===== src/chaa_pkg.sv =====
`default_nettype none

package chaa_pkg;

    localparam int MAX_BUFFERS_DEF = 32;
    localparam int OFFSET_BITS_DEF = 24;

    localparam int CAP_W      = 24;
    localparam int FIELD_W    = 24;
    localparam int HANDLE_W   = 32;
    localparam int IN_USER_W  = 2;
    localparam int IN_DATA_W  = 64;
    localparam int OUT_DATA_W = 112;

    typedef enum logic [1:0] {
        ACT_ALLOC = 2'd0,
        ACT_FREE  = 2'd1,
        ACT_LOOK  = 2'd2,
        ACT_NONE  = 2'd3
    } t_action;

    typedef enum logic [1:0] {
        ST_OK         = 2'd0,
        ST_OOM        = 2'd1,
        ST_NOT_FOUND  = 2'd2,
        ST_TABLE_FULL = 2'd3
    } t_status;

    typedef enum logic [2:0] {
        EM_MOVE,
        EM_ALLOC,
        EM_FREE,
        EM_LOOK,
        EM_ERR
    } t_emit;

    typedef enum logic [3:0] {
        S_IDLE,
        S_DECODE,
        S_COMP_RD,
        S_COMP_EV,
        S_COMP_END,
        S_ALLOC_FIN,
        S_SRCH_RD,
        S_SRCH_EV,
        S_HIT_ANS,
        S_MISS_ANS
    } t_state;

    typedef struct packed {
        logic    load_in;
        logic    srch_init;
        logic    srch_dec;
        logic    comp_init;
        logic    comp_do;
        logic    comp_inc;
        logic    comp_end;
        logic    alloc_do;
        logic    free_do;
        logic    emit;
        t_emit   emit_sel;
        t_status err_code;
    } t_cmd;

    typedef struct packed {
        logic out_free;
        logic is_alloc;
        logic is_free;
        logic is_look;
        logic need_comp;
        logic full;
        logic nofit;
        logic slots_zero;
        logic hit;
        logic idx_zero;
        logic comp_valid;
        logic comp_move;
        logic comp_last;
    } t_stat;

endpackage

`default_nettype wire


===== src/compacting_handle_allocator_unit.sv =====
// Free and look up scan the entries newest first until a hit or the oldest entry, then
// answer; an allocate that fits answers without a table walk.
// An allocate that must compact walks the table once, waiting while the output stalls
// before each move, then answers.
// One item is in work at a time; the controller takes a new item only in its idle state.
// Synchronous active-low reset empties the table and clears capacity, top and handle counter.
`default_nettype none

module compacting_handle_allocator_unit #(
    parameter int MAX_BUFFERS = chaa_pkg::MAX_BUFFERS_DEF,
    parameter int OFFSET_BITS = chaa_pkg::OFFSET_BITS_DEF
) (
    input  wire logic                           i_clk,
    input  wire logic                           i_rst_n,
    input  wire logic                           i_cfg_valid,
    output logic                                o_cfg_ready,
    input  wire logic [chaa_pkg::CAP_W-1:0]     i_cfg_data,   // heap_capacity
    input  wire logic                           i_s_tvalid,
    output logic                                o_s_tready,
    input  wire logic [chaa_pkg::IN_USER_W-1:0] i_s_tuser,    // action
    input  wire logic [chaa_pkg::IN_DATA_W-1:0] i_s_tdata,    // alloc_size, zero_fill, handle_in
    output logic                                o_m_tvalid,
    input  wire logic                           i_m_tready,
    output logic                                o_m_tuser,    // kind
    // status, handle_out, address_out, move_source, move_length, fill_request
    output logic [chaa_pkg::OUT_DATA_W-1:0]     o_m_tdata,
    output logic                                o_m_tlast
);
    import chaa_pkg::*;

    t_cmd  cmd;
    t_stat stat;

    assign o_cfg_ready = 1'b1;

    chaa_ctrl u_ctrl (
        .i_clk      (i_clk),
        .i_rst_n    (i_rst_n),
        .i_s_tvalid (i_s_tvalid),
        .o_s_tready (o_s_tready),
        .i_stat     (stat),
        .o_cmd      (cmd)
    );

    chaa_dp #(
        .MAX_BUFFERS (MAX_BUFFERS),
        .OFFSET_BITS (OFFSET_BITS)
    ) u_dp (
        .i_clk       (i_clk),
        .i_rst_n     (i_rst_n),
        .i_s_tuser   (i_s_tuser),
        .i_s_tdata   (i_s_tdata),
        .i_cfg_valid (i_cfg_valid),
        .i_cfg_data  (i_cfg_data),
        .i_m_tready  (i_m_tready),
        .o_m_tvalid  (o_m_tvalid),
        .o_m_tuser   (o_m_tuser),
        .o_m_tdata   (o_m_tdata),
        .o_m_tlast   (o_m_tlast),
        .i_cmd       (cmd),
        .o_stat      (stat)
    );

endmodule

`default_nettype wire


===== src/chaa_ctrl.sv =====
`default_nettype none

module chaa_ctrl (
    input  wire logic          i_clk,
    input  wire logic          i_rst_n,
    input  wire logic          i_s_tvalid,
    output logic               o_s_tready,
    input  wire chaa_pkg::t_stat i_stat,
    output chaa_pkg::t_cmd     o_cmd
);
    import chaa_pkg::*;

    t_state r_state, n_state;

    always_ff @(posedge i_clk) begin
        if (!i_rst_n) begin
            r_state <= S_IDLE;
        end else begin
            r_state <= n_state;
        end
    end

    always_comb begin
        n_state    = r_state;
        o_cmd      = '0;
        o_cmd.emit_sel = EM_ERR;
        o_cmd.err_code = ST_OK;
        o_s_tready = 1'b0;
        unique case (r_state)
            S_IDLE: begin
                o_s_tready = 1'b1;
                if (i_s_tvalid) begin
                    o_cmd.load_in = 1'b1;
                    n_state = S_DECODE;
                end
            end
            S_DECODE: begin
                if (i_stat.is_alloc) begin
                    if (i_stat.need_comp) begin
                        o_cmd.comp_init = 1'b1;
                        n_state = i_stat.slots_zero ? S_COMP_END : S_COMP_RD;
                    end else begin
                        n_state = S_ALLOC_FIN;
                    end
                end else if ((i_stat.is_free || i_stat.is_look) && !i_stat.slots_zero) begin
                    o_cmd.srch_init = 1'b1;
                    n_state = S_SRCH_RD;
                end else begin
                    n_state = S_MISS_ANS;
                end
            end
            S_COMP_RD: n_state = S_COMP_EV;
            S_COMP_EV: begin
                if (!(i_stat.comp_valid && i_stat.comp_move && !i_stat.out_free)) begin
                    if (i_stat.comp_valid) begin
                        o_cmd.comp_do = 1'b1;
                        if (i_stat.comp_move) begin
                            o_cmd.emit     = 1'b1;
                            o_cmd.emit_sel = EM_MOVE;
                        end
                    end
                    if (i_stat.comp_last) begin
                        n_state = S_COMP_END;
                    end else begin
                        o_cmd.comp_inc = 1'b1;
                        n_state = S_COMP_RD;
                    end
                end
            end
            S_COMP_END: begin
                o_cmd.comp_end = 1'b1;
                n_state = S_ALLOC_FIN;
            end
            S_ALLOC_FIN: begin
                if (i_stat.out_free) begin
                    o_cmd.emit = 1'b1;
                    if (i_stat.full) begin
                        o_cmd.err_code = ST_TABLE_FULL;
                    end else if (i_stat.nofit) begin
                        o_cmd.err_code = ST_OOM;
                    end else begin
                        o_cmd.alloc_do = 1'b1;
                        o_cmd.emit_sel = EM_ALLOC;
                    end
                    n_state = S_IDLE;
                end
            end
            S_SRCH_RD: n_state = S_SRCH_EV;
            S_SRCH_EV: begin
                if (i_stat.hit) begin
                    n_state = S_HIT_ANS;
                end else if (i_stat.idx_zero) begin
                    n_state = S_MISS_ANS;
                end else begin
                    o_cmd.srch_dec = 1'b1;
                    n_state = S_SRCH_RD;
                end
            end
            S_HIT_ANS: begin
                if (i_stat.out_free) begin
                    o_cmd.emit = 1'b1;
                    if (i_stat.is_free) begin
                        o_cmd.free_do  = 1'b1;
                        o_cmd.emit_sel = EM_FREE;
                    end else begin
                        o_cmd.emit_sel = EM_LOOK;
                    end
                    n_state = S_IDLE;
                end
            end
            S_MISS_ANS: begin
                if (i_stat.out_free) begin
                    o_cmd.emit     = 1'b1;
                    o_cmd.err_code = ST_NOT_FOUND;
                    n_state = S_IDLE;
                end
            end
            default: n_state = S_IDLE;
        endcase
    end

endmodule

`default_nettype wire


===== src/chaa_dp.sv =====
`default_nettype none

module chaa_dp #(
    parameter int MAX_BUFFERS = chaa_pkg::MAX_BUFFERS_DEF,
    parameter int OFFSET_BITS = chaa_pkg::OFFSET_BITS_DEF
) (
    input  wire logic                                i_clk,
    input  wire logic                                i_rst_n,
    input  wire logic [chaa_pkg::IN_USER_W-1:0]      i_s_tuser,
    input  wire logic [chaa_pkg::IN_DATA_W-1:0]      i_s_tdata,
    input  wire logic                                i_cfg_valid,
    input  wire logic [chaa_pkg::CAP_W-1:0]          i_cfg_data,
    input  wire logic                                i_m_tready,
    output logic                                     o_m_tvalid,
    output logic                                     o_m_tuser,
    output logic [chaa_pkg::OUT_DATA_W-1:0]          o_m_tdata,
    output logic                                     o_m_tlast,
    input  wire chaa_pkg::t_cmd                      i_cmd,
    output chaa_pkg::t_stat                          o_stat
);
    import chaa_pkg::*;

    localparam int IW = $clog2(MAX_BUFFERS);
    localparam int CW = $clog2(MAX_BUFFERS + 1);
    localparam int OB = OFFSET_BITS;
    localparam int SW = (OB > FIELD_W) ? OB : FIELD_W;

    // table memories, one write and one registered read per cycle
    logic [HANDLE_W-1:0] m_handle [MAX_BUFFERS];
    logic [OB-1:0]       m_offset [MAX_BUFFERS];
    logic [OB-1:0]       m_size   [MAX_BUFFERS];

    logic [MAX_BUFFERS-1:0] r_valid;
    logic [CW-1:0]          r_slots;
    logic [OB-1:0]          r_top;
    logic [HANDLE_W-1:0]    r_next_handle;
    logic [CAP_W-1:0]       r_cap;

    t_action             r_action;
    logic [OB-1:0]       r_size;
    logic                r_fill;
    logic [HANDLE_W-1:0] r_handle_in;

    logic [IW-1:0]       r_idx;
    logic [CW-1:0]       r_w;
    logic [OB-1:0]       r_ctop;

    logic [HANDLE_W-1:0] r_rd_handle;
    logic [OB-1:0]       r_rd_offset;
    logic [OB-1:0]       r_rd_size;

    logic                r_out_valid;
    logic                r_out_kind;
    logic                r_out_last;
    logic [OUT_DATA_W-1:0] r_out_data;

    logic                we;
    logic [IW-1:0]       wa;
    logic [HANDLE_W-1:0] wd_handle;
    logic [OB-1:0]       wd_offset;
    logic [OB-1:0]       wd_size;
    logic                comp_move;
    logic [SW:0]         fit_sum;
    logic                full;
    logic                nofit;
    logic [SW-1:0]       ext_a;
    logic [SW-1:0]       ext_s;
    logic [SW-1:0]       ext_l;
    logic [OUT_DATA_W-1:0] n_out_data;
    logic                n_out_kind;

    assign comp_move = r_rd_offset > r_ctop;
    assign full      = r_slots == CW'(MAX_BUFFERS);
    assign fit_sum   = (SW+1)'(r_top) + (SW+1)'(r_size);
    assign nofit     = fit_sum > (SW+1)'(r_cap);

    always_comb begin
        o_stat            = '0;
        o_stat.out_free   = !r_out_valid || i_m_tready;
        o_stat.is_alloc   = r_action == ACT_ALLOC;
        o_stat.is_free    = r_action == ACT_FREE;
        o_stat.is_look    = r_action == ACT_LOOK;
        o_stat.full       = full;
        o_stat.nofit      = nofit;
        o_stat.need_comp  = full || nofit;
        o_stat.slots_zero = r_slots == '0;
        o_stat.hit        = r_valid[r_idx] && (r_rd_handle == r_handle_in);
        o_stat.idx_zero   = r_idx == '0;
        o_stat.comp_valid = r_valid[r_idx];
        o_stat.comp_move  = comp_move;
        o_stat.comp_last  = (CW'(r_idx) + CW'(1)) == r_slots;
    end

    // write port: compaction writes at the fill index, an allocate appends
    always_comb begin
        we        = i_cmd.comp_do || i_cmd.alloc_do;
        if (i_cmd.comp_do) begin
            wa        = r_w[IW-1:0];
            wd_handle = r_rd_handle;
            wd_offset = comp_move ? r_ctop : r_rd_offset;
            wd_size   = r_rd_size;
        end else begin
            wa        = r_slots[IW-1:0];
            wd_handle = r_next_handle;
            wd_offset = r_top;
            wd_size   = r_size;
        end
    end

    always_ff @(posedge i_clk) begin
        if (we) begin
            m_handle[wa] <= wd_handle;
            m_offset[wa] <= wd_offset;
            m_size[wa]   <= wd_size;
        end
        r_rd_handle <= m_handle[r_idx];
        r_rd_offset <= m_offset[r_idx];
        r_rd_size   <= m_size[r_idx];
    end

    always_ff @(posedge i_clk) begin
        if (!i_rst_n) begin
            r_valid       <= '0;
            r_slots       <= '0;
            r_top         <= '0;
            r_next_handle <= '0;
            r_cap         <= '0;
            r_action      <= ACT_NONE;
        end else begin
            if (i_cfg_valid) begin
                r_cap <= i_cfg_data;
            end
            if (i_cmd.load_in) begin
                r_action <= t_action'(i_s_tuser);
            end
            if (i_cmd.comp_do) begin
                r_valid[r_w[IW-1:0]] <= 1'b1;
            end
            if (i_cmd.free_do) begin
                r_valid[r_idx] <= 1'b0;
            end
            if (i_cmd.comp_end) begin
                for (int j = 0; j < MAX_BUFFERS; j++) begin
                    if (CW'(j) >= r_w) begin
                        r_valid[j] <= 1'b0;
                    end
                end
                r_slots <= r_w;
                r_top   <= r_ctop;
            end
            if (i_cmd.alloc_do) begin
                r_valid[r_slots[IW-1:0]] <= 1'b1;
                r_slots       <= r_slots + CW'(1);
                r_next_handle <= r_next_handle + HANDLE_W'(1);
                r_top         <= r_top + r_size;
            end
        end
    end

    always_ff @(posedge i_clk) begin
        if (i_cmd.load_in) begin
            r_size      <= OB'(SW'(i_s_tdata[FIELD_W-1:0]));
            r_fill      <= i_s_tdata[FIELD_W];
            r_handle_in <= i_s_tdata[FIELD_W+HANDLE_W:FIELD_W+1];
        end
        if (i_cmd.srch_init) begin
            r_idx <= IW'(r_slots - CW'(1));
        end else if (i_cmd.srch_dec) begin
            r_idx <= r_idx - IW'(1);
        end else if (i_cmd.comp_init) begin
            r_idx <= '0;
        end else if (i_cmd.comp_inc) begin
            r_idx <= r_idx + IW'(1);
        end
        if (i_cmd.comp_init) begin
            r_w    <= '0;
            r_ctop <= '0;
        end else if (i_cmd.comp_do) begin
            r_w    <= r_w + CW'(1);
            r_ctop <= r_ctop + r_rd_size;
        end
    end

    // result packing: status, handle, address, source, length, fill
    always_comb begin
        n_out_data = '0;
        n_out_kind = 1'b1;
        ext_a = '0;
        ext_s = '0;
        ext_l = '0;
        case (i_cmd.emit_sel)
            EM_MOVE: begin
                n_out_kind = 1'b0;
                ext_a = SW'(r_ctop);
                ext_s = SW'(r_rd_offset);
                ext_l = SW'(r_rd_size);
            end
            EM_ALLOC: begin
                ext_a = SW'(r_top);
                ext_l = SW'(r_size);
                n_out_data[33:2] = r_next_handle;
                n_out_data[106]  = r_fill;
            end
            EM_LOOK: begin
                ext_a = SW'(r_rd_offset);
            end
            EM_ERR: begin
                n_out_data[1:0] = i_cmd.err_code;
            end
            default: ;
        endcase
        n_out_data[57:34]  = ext_a[FIELD_W-1:0];
        n_out_data[81:58]  = ext_s[FIELD_W-1:0];
        n_out_data[105:82] = ext_l[FIELD_W-1:0];
    end

    always_ff @(posedge i_clk) begin
        if (!i_rst_n) begin
            r_out_valid <= 1'b0;
        end else if (i_cmd.emit) begin
            r_out_valid <= 1'b1;
        end else if (i_m_tready) begin
            r_out_valid <= 1'b0;
        end
    end

    always_ff @(posedge i_clk) begin
        if (i_cmd.emit) begin
            r_out_data <= n_out_data;
            r_out_kind <= n_out_kind;
            r_out_last <= n_out_kind;
        end
    end

    assign o_m_tvalid = r_out_valid;
    assign o_m_tuser  = r_out_kind;
    assign o_m_tdata  = r_out_data;
    assign o_m_tlast  = r_out_last;

endmodule

`default_nettype wire


===== config.mk =====
export PLATFORM = sky130hd
export DESIGN_NAME = compacting_handle_allocator_unit
export DESIGN_NICKNAME = d
export VERILOG_FILES = /design/src/chaa_pkg.sv /design/src/compacting_handle_allocator_unit.sv /design/src/chaa_ctrl.sv /design/src/chaa_dp.sv
export SDC_FILE = /design/constraint.sdc
export NUM_CORES = 2
export LEC_CHECK = 0
export BUFFER_PORTS_ARGS = -buffer_cell sky130_fd_sc_hd__buf_4
export CAP_MARGIN = 20
export CORE_MARGIN = 4
export CORE_UTILIZATION = 38
export DETAILED_ROUTE_END_ITERATION = 16
export PLACE_DENSITY = 0.61
export SETUP_SLACK_MARGIN = 0.4
export SYNTH_ARGS = -nofsm -noshare
export SYNTH_HDL_FRONTEND = slang
export SYNTH_HIERARCHICAL = 1
export SYNTH_SLANG_ARGS = --single-unit

===== constraint.sdc =====
create_clock -name i_clk -period 23.6 [get_ports i_clk]
set_input_delay 3.54 -clock i_clk [delete_from_list [all_inputs] [get_ports i_clk]]
set_output_delay 3.54 -clock i_clk [all_outputs]
set_load 0.02 [all_outputs]

==> impl_metrics.csv <==
group,metric,value,unit
power,seq_power_share,54.2,%
global_routing,grt_max_degree,130,
global_routing,grt_pass1_vias,60919,
placed_design,placed_cell_area,124000,µm²
worst_setup_path,r2r-start,"u_dp/r_size[0]",
clock_network,cts_buffer_depth,4,
sta,final-max-slew-violation-count,0,
clock_network,path_clk_slew,0.06,ns
logic_synthesis,synth_sequential_area_ratio,74.3,%
logic_synthesis,synth_fa_ha_area_share,1.19,%
global_routing,grt_use_total,20.0,%
floorplanning,io_pins,212,
clock_network,hold_buffers,0,
sta,fmax,108,MHz
power,p_sw_share,20.6,%
clock_network,clk_latency,0.86,ns
power,p_int,0.00848,W
route,antenna_left,0,
logic_synthesis,synth_flop_cell,"edfxtp_1",
cells_and_area,nNetsFinal,6470,
worst_hold_path,hold_start,"u_dp/r_next_handle[31]",
power,p_leak,42.3,nW
route,vias_per_cell,5.84,
floorplanning,initial_utilization,38.1,%
worst_hold_path,hold_depth,2,
route,drc_errors,0,
sta,fin_setup_tns,0,ns
power,ir_drop,0.0546,mV
clock_network,cts_tree,"done",
clock_network,post-cts-setup-buffers,0,
logic_synthesis,synth_top_family_by_area,"multiplexers",
worst_setup_path,crit_start,"u_dp/r_size[0]",
logic_synthesis,synth_cell_types,90,
job,maxCapViolCount,0,
worst_setup_path,end_kind,"register",
sta,rsz0062_at_grt,"false",
sta,finalSetupViolCount,0,
worst_setup_path,cp_max_fo,39,
status,outcome,"completed",
logic_synthesis,synth.area.mux_share,14.0,%
route,dr.pass1.iters,5,
worst_setup_path,worstSetupPathType,"reg -> reg",
logic_synthesis,syn_inst,5952,
cells_and_area,design_area,133000,µm²
clock_network,cts_resized,0,
floorplanning,die_w,562,µm
clock_network,clockRootBuffer,"clkbuf_16",
route,routed_wl,324000,µm
global_routing,grt_pass1_wl,458000,µm
cells_and_area,drive_gt1_share,24.3,%
cells_and_area,syn2layout_area_growth,14.2,%
sta,holdWs,0.510,ns
sta,final-hold-violation-count,0,
placed_design,pre_cts_ws,14.24,ns
clock_network,cts_made_buffers,296,
logic_synthesis,synth_warnings,6,
power,pwr_density_cell,80.2,nW/µm²
worst_setup_path,reg2regPathDepth,24,
global_routing,antenna_found_initial,15,
worst_setup_path,startpoint_type,"register",
placed_design,dpl.hpwl,164000,µm
logic_synthesis,netlist_area,117000,µm²
sta,tightest_slew,1.21,ns
cells_and_area,layout.cells.non_filler,10599,
logic_synthesis,synth_edf_count,2730,
clock_network,clock_sinks,2965,
worst_hold_path,hold_path.class,"reg -> reg",
placed_design,gp_congestion,0.877,
sta,slew_headroom,19.4,%
logic_synthesis,synth-simple-area-share,3.32,%
worst_setup_path,critPathArrivalTime,9.71,ns
floorplanning,fp.coreArea,306000,µm²
power,power_switching,0.00219,W
logic_synthesis,ys_ff_latch,2965,
logic_synthesis,synth-xor-area-share,0.856,%
floorplanning,dieHeight,562,µm
sta,postLayoutSetupSlackWorst,14.35,ns
placed_design,dp.cells,10060,
worst_setup_path,required,24.06,ns
logic_synthesis,synth.avg_cell_area,19.6,µm²
floorplanning,die_area,316000,µm²
sta,finalCritPeriodShare,39.2,%
global_routing,grt-ovfl-total,0,
clock_network,cts_max_level,5,
floorplanning,rows,203,
power,combPwrFrac,2.9,%
route,drt-initial-drc-count,8075,
placed_design,io_buffers,198,
route,via_count,61888,
logic_synthesis,synth-async-reset-ratio,0,%
route,wire_per_inst,30.6,µm
sta,skew,0.0653,ns
sta,min_period,9.25,ns
logic_synthesis,synth_compound_area_share,4.80,%
power,clock_power_share,42.9,%
cells_and_area,fillCellCount,26297,
## worst max-delay path, cell delays in order, from the launching register on
cell and delay [ns]:
edfxtp_1 0.49, ha_1 0.28, fa_1 0.44, a211oi_1 0.30, o211ai_1 0.22, a311oi_1 0.48
nor2_1 0.13, xor2_1 0.19, ha_1 0.31, nand3_1 0.10, nor3_1 0.30, nand3_1 0.15
nor4_1 0.60, a211oi_1 0.16, a2111oi_0 0.92, nand2_1 0.21, nor3_2 0.22, buf_4 0.37
inv_2 0.19, nor4_1 0.34, a31oi_2 0.06, buf_4 0.26, nor2_4 0.29, buf_4 0.83
buf_4 0.88
## sequential cells by signal, summed over array words and instances, names as in the netlist, 2 cells and up
| name | flops |
|---|---|
| u_dp/r_rd_handle | 32 |
| u_dp/r_rd_offset | 24 |
| u_dp/r_top | 24 |
| u_dp/r_cap | 24 |
| u_dp/r_w | 6 |
| u_dp/o_m_tdata | 107 |
| u_dp/r_valid | 32 |
| u_dp/r_size | 24 |
| u_dp/m_offset | 768 |
| u_dp/r_handle_in | 32 |
| u_dp/r_action | 2 |
| u_dp/m_handle | 1024 |
| u_dp/r_rd_size | 24 |
| u_dp/r_slots | 6 |
| u_dp/r_idx | 5 |
| u_ctrl/r_state | 4 |
| u_dp/m_size | 768 |
| u_dp/r_ctop | 24 |
| u_dp/r_next_handle | 32 |
## kinds of logic (layout without fill, tap and decap cells)
logic type,after synthesis,in the layout
adders and majority gates,110,110
xor gates and xnor gates,114,114
AOI/OAI and AO/OA,783,783
other,2,10
muxes,814,814
and+or+nand+nor,741,741
DFF,2965,2965
buffers and inverters,423,962
## routing by layer
| layer | vias up | part of all wire [%] | global-route usage [%] |
|---|---|---|---|
| li1 | 25227 | - | - |
| met1 | 32975 | 43 | 29.9 |
| met2 | 3175 | 45 | 30.5 |
| met3 | 509 | 9.1 | 3.39 |
| met4 | 2 | 2.6 | 5.33 |
| met5 | - | 0.0040 | 0 |
## cells in the final DEF (no fill, tap or decap), drive strengths merged, types with 88 or more instances in the layout
master  count
edfxtp   2730
mux4      648
clkbuf    382
buf       351
a22oi     348
dfxtp     235
nor2      174
nand2     141
a21oi     124
and2      119
nand4     115
clkinv    114
ha        108
inv        91
xnor2      88
## area by class of cell
class	count	area [µm²]	area share, %
Antenna cell	4	10.0	0.00751
Tap cell	4100	5130	3.85
Inverter	83	312	0.234
Clock inverter	146	1270	0.951
Timing Repair Buffer	351	3050	2.29
Multi-Input combinational cell	2568	28700	21.6
Sequential cell	2965	86700	65.1
Clock buffer	382	8030	6.03
## final timing paths
| check | slack [ns] | to |
|---|---|---|
| worst max-delay path | 14.35 | u_dp/m_handle[8][26] |
| worst min-delay path | 0.51 | u_dp/r_next_handle[31] |
| worst max register to register | 14.35 | u_dp/m_handle[8][26] |
| worst min register to register | 0.51 | u_dp/r_next_handle[31] |
## through the flow
| stage | total power [W] | utilization, % |
|---|---|---|
| 5_1_grt | 0.0110 | 43.6 |
| 2_1_floorplan | 0.00607 | - |
| 6_report | 0.0107 | 43.6 |
| 3_5_place_dp | 0.00621 | 40.5 |
| 3_3_place_gp | 0.00620 | 40.5 |
| 4_1_cts | 0.0108 | 43.5 |
## cell usage after synthesis, drive strengths merged (12+ instances only)
library cell  number  area, µm²
and2             119        744
mux4             648      14600
clkbuf           229        861
o21ai             71        359
nor3              17       90.1
and3              20        125
mux2              83        935
a22o              24        210
inv               82        308
xor2              26        228
dfxtp            235       4700
buf              111        562
edfxtp          2730      82000
nand3             38        195
or3               12       75.1
nand2            141        529
a31oi             22        138
nor2             174        656
nand3b            13       97.6
mux2i             83        831
a21oi            124        621
o211a             24        240
xnor2             88        771
a211oi            15        118
nor2b             44        283
ha               108       1350
o22ai             28        175
a22oi            348       2610
nand4            115        726
a21o              24        180
nand2b            18        113
## power groups by stage
stage | clock network [W] | registers (W) | logic [W]
2_1_floorplan | 0 | 0.00592 | 0.000159
3_3_place_gp | 0 | 0.00590 | 0.000300
3_5_place_dp | 0 | 0.00591 | 0.000305
4_1_cts | 0.00466 | 0.00579 | 0.000306
5_1_grt | 0.00488 | 0.00579 | 0.000330
6_report | 0.00458 | 0.00579 | 0.000307
Power figures use the tool's default switching activity.
